[config.mk]
export PLATFORM = sky130hd
export DESIGN_NAME = dfms_queue
export DESIGN_NICKNAME = d
export VERILOG_FILES = /design/src/hdl/dfms_pkg.sv /design/src/hdl/dfms_queue.sv
export VERILOG_INCLUDE_DIRS = /design/src /design/src/hdl
export SDC_FILE = /design/constraint.sdc
export NUM_CORES = 1
export LEC_CHECK = 0
export ABC_AREA = 1
export BUFFER_PORTS_ARGS = -buffer_cell sky130_fd_sc_hd__buf_2
export CORE_MARGIN = 8
export CORE_UTILIZATION = 45
export CTS_CLUSTER_SIZE = 8
export DETAILED_ROUTE_END_ITERATION = 8
export PLACE_DENSITY = 0.72
export SLEW_MARGIN = 20
export SYNTH_ARGS = -nofsm -noshare
export SYNTH_HDL_FRONTEND = slang
export SYNTH_SLANG_ARGS = --single-unit
[constraint.sdc]
create_clock -name clk -period 2.5 [get_ports clk]
set_input_delay 0.25 -clock clk [delete_from_list [all_inputs] [get_ports clk]]
set_output_delay 0.25 -clock clk [all_outputs]
set_load 0.01 [all_outputs]
[src/hdl/distance_field_match_score_assert.svh]
// Assertion macros shared by the distance field match score modules.
`ifndef DISTANCE_FIELD_MATCH_SCORE_ASSERT_SVH
`define DISTANCE_FIELD_MATCH_SCORE_ASSERT_SVH

// A condition that holds at every clock edge out of reset.
`define DFMS_ASSERT(lbl, cond, msg) \
    lbl: assert property (@(posedge clk) disable iff (!rst_n) (cond)) else $error(msg);

// A consequence that holds in the same cycle as its cause.
`define DFMS_ASSERT_IMPL(lbl, ante, cons, msg) \
    lbl: assert property (@(posedge clk) disable iff (!rst_n) (ante) |-> (cons)) \
        else $error(msg);

// A consequence that holds in the cycle after its cause.
`define DFMS_ASSERT_NEXT(lbl, ante, cons, msg) \
    lbl: assert property (@(posedge clk) disable iff (!rst_n) (ante) |=> (cons)) \
        else $error(msg);

`endif

[src/hdl/dfms_pkg.sv]
// Shared types and constants of the distance field match score block.
package dfms_pkg;

    localparam int ADDR_W         = 18;
    localparam int STORE_DEPTH    = 262144;
    localparam int IDX_W          = 8;
    localparam int QUEUE_DEPTH    = 4;
    localparam int DFLT_DIM_I     = 64;
    localparam int DFLT_DIM_J     = 64;
    localparam int DFLT_DIM_K     = 64;
    localparam int DFLT_DIST_BITS = 16;
    localparam int CFG_IDX_W      = 3;

    localparam logic [CFG_IDX_W-1:0] REG_GAIN_X   = 3'd0;
    localparam logic [CFG_IDX_W-1:0] REG_GAIN_Y   = 3'd1;
    localparam logic [CFG_IDX_W-1:0] REG_GAIN_Z   = 3'd2;
    localparam logic [CFG_IDX_W-1:0] REG_OFFSET_X = 3'd3;
    localparam logic [CFG_IDX_W-1:0] REG_OFFSET_Y = 3'd4;
    localparam logic [CFG_IDX_W-1:0] REG_OFFSET_Z = 3'd5;
    localparam logic [CFG_IDX_W-1:0] REG_BEST_SUM = 3'd6;

    typedef struct packed {
        logic signed [31:0] gain_x;
        logic signed [31:0] gain_y;
        logic signed [31:0] gain_z;
        logic signed [31:0] offset_x;
        logic signed [31:0] offset_y;
        logic signed [31:0] offset_z;
        logic        [31:0] best_sum;
    } cfg_t;

    typedef struct packed {
        logic              is_point;
        logic              last;
        logic [ADDR_W-1:0] addr;
        logic [15:0]       value;
    } op_t;

endpackage

[src/hdl/dfms_queue.sv]
// Short FIFO of classified requests between the front and back parts.
`include "distance_field_match_score_assert.svh"

module dfms_queue import dfms_pkg::*; (
    input  logic clk,
    input  logic rst_n,
    input  op_t  push_data,
    input  logic push_valid,
    output logic push_ready,
    output op_t  pop_data,
    output logic pop_valid,
    input  logic pop_ready
);

    localparam int PTR_W = $clog2(QUEUE_DEPTH);
    localparam int CNT_W = PTR_W + 1;

    op_t              slot_reg [QUEUE_DEPTH];
    logic [PTR_W-1:0] wr_ptr_reg, wr_ptr_next;
    logic [PTR_W-1:0] rd_ptr_reg, rd_ptr_next;
    logic [CNT_W-1:0] count_reg, count_next;
    logic             push, pop;

    assign push_ready = (count_reg != CNT_W'(QUEUE_DEPTH));
    assign pop_valid  = (count_reg != '0);
    assign pop_data   = slot_reg[rd_ptr_reg];
    assign push       = push_valid && push_ready;
    assign pop        = pop_valid && pop_ready;

    always_comb
    begin
        wr_ptr_next = push ? wr_ptr_reg + PTR_W'(1) : wr_ptr_reg;
        rd_ptr_next = pop ? rd_ptr_reg + PTR_W'(1) : rd_ptr_reg;
        count_next  = count_reg + CNT_W'(push) - CNT_W'(pop);
    end

    always_ff @(posedge clk or negedge rst_n)
    begin
        if (!rst_n)
        begin
            wr_ptr_reg <= '0;
            rd_ptr_reg <= '0;
            count_reg  <= '0;
        end
        else
        begin
            wr_ptr_reg <= wr_ptr_next;
            rd_ptr_reg <= rd_ptr_next;
            count_reg  <= count_next;
        end
    end

    always_ff @(posedge clk)
    begin
        if (push)
        begin
            slot_reg[wr_ptr_reg] <= push_data;
        end
    end

    `DFMS_ASSERT(a_count_bound, count_reg <= CNT_W'(QUEUE_DEPTH), "queue count overflow")

endmodule

== Yosys cells after proc, flatten, opt, wreduce, memory -nomap -nowiden ==
Memory sizes are Yosys's and may differ from the RTL's.
Cells that the tools add are included.

* $add $sub $neg: 4
* Mux-type cells: 2
* Equality and inequality tests: 1
* Reductions and logical operators: 3

{| class="wikitable"
|+ Operators by type and width
! kind !! number
|-
| 2-bit by 1-bit adder with 2-bit output, second input constant || 2
|-
| 3-bit by 1-bit adder with 3-bit output || 1
|-
| 3-bit != test, second input constant || 1
|-
| 3-bit nonzero test || 1
|-
| 3-bit by 1-bit subtractor with 3-bit output || 1
|-
| 1-bit logical AND || 2
|-
| 1-bit 2-to-1 mux || 2
|}

* Memory bits (writable): 144
* Bits in registers: 7
* Output and inout port bits: 38
* Logic and storage cells: 14
* Memories: 1
* Bits of input ports: 40

{| class="wikitable"
|+ Memories
! memory !! words !! width !! read ports !! clocked after memory_dff !! write ports !! RTL line !! text
|-
| slot_reg || 4 || 36 || 1 || 0 || 1 || dfms_queue.sv:18 || <nowiki>op_t slot_reg [QUEUE_DEPTH];</nowiki>
|}

== Logic depth before layout (Yosys ltp) ==
* Word-level depth: 4
* Depth in mapped cells: 12
* Mapped depth without buffers: 12

== Worst setup path before layout ==
OpenSTA, ideal clock, no wires.

* Path type: flip-flop to flip-flop
* Start: register count_reg[1]
* End: memory slot_reg[0][0] (netlist bit), enable pin
* Library setup time: 429 ps
* Period minus slack after synthesis: 2744 ps
* Required time: 2071 ps
* Setup slack: -244 ps
* Arrival: 2315 ps
* Buffers on the path: 0
* Stages on the path, launching flop included: 5
* Path through: dfrtp_1 -> nor2_1 -> nand2_1 -> nand2_1 -> nor2_1

* Word-level cells in the longest chain between the ends: 4

{| class="wikitable"
|+ RTL lines
! what !! RTL line !! text
|-
| from (decl) || dfms_queue.sv:21 || <nowiki>logic [CNT_W-1:0] count_reg, count_next;</nowiki>
|-
| from (signal assigned) || dfms_queue.sv:49 || <nowiki>count_reg <= count_next;</nowiki>
|-
| 3-bit != test || dfms_queue.sv:24 || <nowiki>assign push_ready = (count_reg != CNT_W'(QUEUE_DEPTH));</nowiki>
|-
| named net push_ready || dfms_queue.sv:9 || <nowiki>output logic push_ready,</nowiki>
|-
| 1-bit logical AND || dfms_queue.sv:27 || <nowiki>assign push = push_valid && push_ready;</nowiki>
|-
| 1-bit 2-to-1 mux || dfms_queue.sv:55 || <nowiki>if (push)</nowiki>
|-
| 1-bit 2-to-1 mux (implied by the code) || dfms_queue.sv:57 || <nowiki>slot_reg[wr_ptr_reg] <= push_data;</nowiki>
|-
| to (decl) || dfms_queue.sv:18 ||
|}

The timed path passes the listed nets, and every way through them passes these cells.

==> flow_summary.toml <==
[status]
status = "finished clean"

[global_routing]
antenna_found_initial = 2
track_usage_pct = 13.8
overflow = 0
grt_pass1_vias = 3744
grt_max_degree = 88
grt_pass1_wl_um = 18800

[power_and_ir_drop]
p_leak_nw = 3.00
power_density_mw_per_mm2 = 1240
peakVddDrop_mv = 0.742

[clock_network]
cts_root_buf = "clkbuf_16"
cts_tree = "built"
ctsResizeCount = 0
hold_buffers = 1
cts.clk_slew.worst_paths_ns = 0.06
h-tree-depth = 4
clock_path_buffers = 2
cts_made_buffers = 17
cts.sinks = 151
cts_setup_buffers = 0
clock_latency_ns = 0.41

[sta]
timing.slew.headroom_pct = 54.5
setup_viol = 0
drv_slew = 0
fin_crit_sh_pct = 94.5
max_freq_mhz = 423
setup_slack_ns = 0.137
worstMarginPinSlew_ns = 0.682
hold_viol_final = 0
rsz0062_at_grt = "no"
skew_ns = 0.00708
fin_crit_ns = 2.36

[floorplanning]
fp-row-count = 42
die_h_um = 132
die_area_mm2 = 0.0174
initial_core_util_pct = 45.9
ios = 78
core_area_mm2 = 0.0132
chipWidth_um = 132

[logic_synthesis]
yosysSeqAreaShare_pct = 74.3
synth-seq-cells = 151
synthTopCellsByArea = "edfxtp_1 (71%), nand2_1 (7.9%), o21ai_0 (5.5%), nor2_1 (4.8%), inv_1 (3.1%)"
synth_top_area_share_pct = 71.4
syn_area_per_cell_um2 = 11.8
synthCells = 513
synth_cell_types = 16
netlist_area_mm2 = 0.00606
syn_nets = 560
synth_top_cell_by_area = "edfxtp_1"
synth_warnings = 0

[worst_setup_path]
worstPathArrival_ns = 2.11
critical_path.max_fanout = 37
crit_path_end_kind = "output port"
crit_type = "flip-flop to output port"
required_ns = 2.25
cp-start-kind = "flip-flop"

[placement]
place_ws_ns = 0.543
dp.cells = 752
portBuffers = 77
place_congestion = 0.765
place.detailed.hpwl_um = 7250

[finish]
largest_reg_flops = 144
insertedDiodeCount = 0
fin_cells = 784
fin_nets = 643
utilization_pct = 55.8
syn_to_final_growth_pct = 21.5
drive_above_1_share_pct = 20.1

[routing]
drcViolationCount = 0
ant_nets = 0
first_pass_iters = 5
viasPerCell = 4.79
wirelength_um = 11700
post_drt_wl_per_cell_um = 14.9
vias = 3753
drtIter0Drc = 305

[run]
max-cap-violations = 0

[worst_hold_path]
min_path_type = "primary input to flip-flop"
[cell type report]
type                       instances  area, µm²
fill                            1063       5830
tap                              176        220
sequential                       151       4500
clock buffer                      18        429
clock inverter                    13        205
timing repair buffer              86        531
inverter                          52        195
multi-input combinational        288       1280
[worst max-delay path: stages, from the launching register on]
cell	delay [ns]
dfrtp_4	0.60
inv_2	0.55
o21ai_0	0.25
nand2_1	0.15
buf_2	0.14
[layer usage]
metal / up-vias / global-route usage, % / routed length [µm]
li1: 1878 / - / -
met2: 98 / 24.1 / 6080
met3: 11 / 5.11 / 766
met4: 4 / 4.21 / 87
met1: 1762 / 15.3 / 4720
met5: - / 0 / 30
[cell families after synthesis]
kind of cell / share of synthesized area [%]
fa+ha+maj: 1.57
flops: 74.3
buf+inv: 5.14
simple gates: 13.1
compound gates: 5.95
[where the power goes]
group	internal, mW	leakage (nW)	switching [mW]
registers	3.34	1.40	0.193
logic	0.978	1.30	1.88
clock network	1.76	0.302	0.948
[cells in the mapped netlist]
library cell	count
buf_1	2
buf_2	2
buf_4	8
clkbuf_1	9
clkbuf_2	1
dfrtp_1	7
edfxtp_1	144
fa_1	1
ha_1	6
inv_1	50
inv_2	2
nand2_1	127
nand3_1	5
nor2_1	77
o21ai_0	66
o21ai_1	6
[through the flow]
stage | setup TNS [ns] | power [mW] | hold slack (ns) | cell area, µm²
2_1_floorplan | -35.15 | 5.39 | -0.0456 | 6060
3_3_place_gp | 0 | 6.41 | 0.0886 | 6720
3_5_place_dp | 0 | 6.50 | 0.0973 | 6720
4_1_cts | 0 | 9.22 | 0.0279 | 7360
5_1_grt | 0 | 9.69 | 0.0384 | 7360
6_report | 0 | 9.10 | 0.0447 | 7360
[path summary, 6_finish.rpt]
check / from / endpoint / slack [ns] / cells past startpoint
min reg2reg: rd_ptr_reg[1] / rd_ptr_reg[1] / 0.50 / 2
max reg2reg: count_reg[1] / count_reg[2] / 0.54 / 11
min in group asynchronous: rst_n / wr_ptr_reg[0] / 0.21 / 2
min: push_data[16] / slot_reg[0][16] / 0.04 / 1
max: rd_ptr_reg[0] / pop_data[34] / 0.14 / 4
max in group asynchronous: rst_n / rd_ptr_reg[0] / 2.11 / 2
[cells in the final DEF, fill, tap and decap left out]
master,n
edfxtp_1,144
nand2_1,127
buf_2,77
nor2_1,73
o21ai_0,66
inv_1,50
clkbuf_16,17
o21ai_1,6
ha_1,6
dfrtp_1,6
buf_12,6
nand3_1,5
bufinv_16,5
nor2_4,4
clkinvlp_4,3
clkinv_2,3
inv_2,2
clkinv_4,2
buf_4,2
fa_1,1
clkbuf_1,1
dlygate4sd3_1,1
dfrtp_4,1
Note: power is estimated with default switching activity, not from simulation.
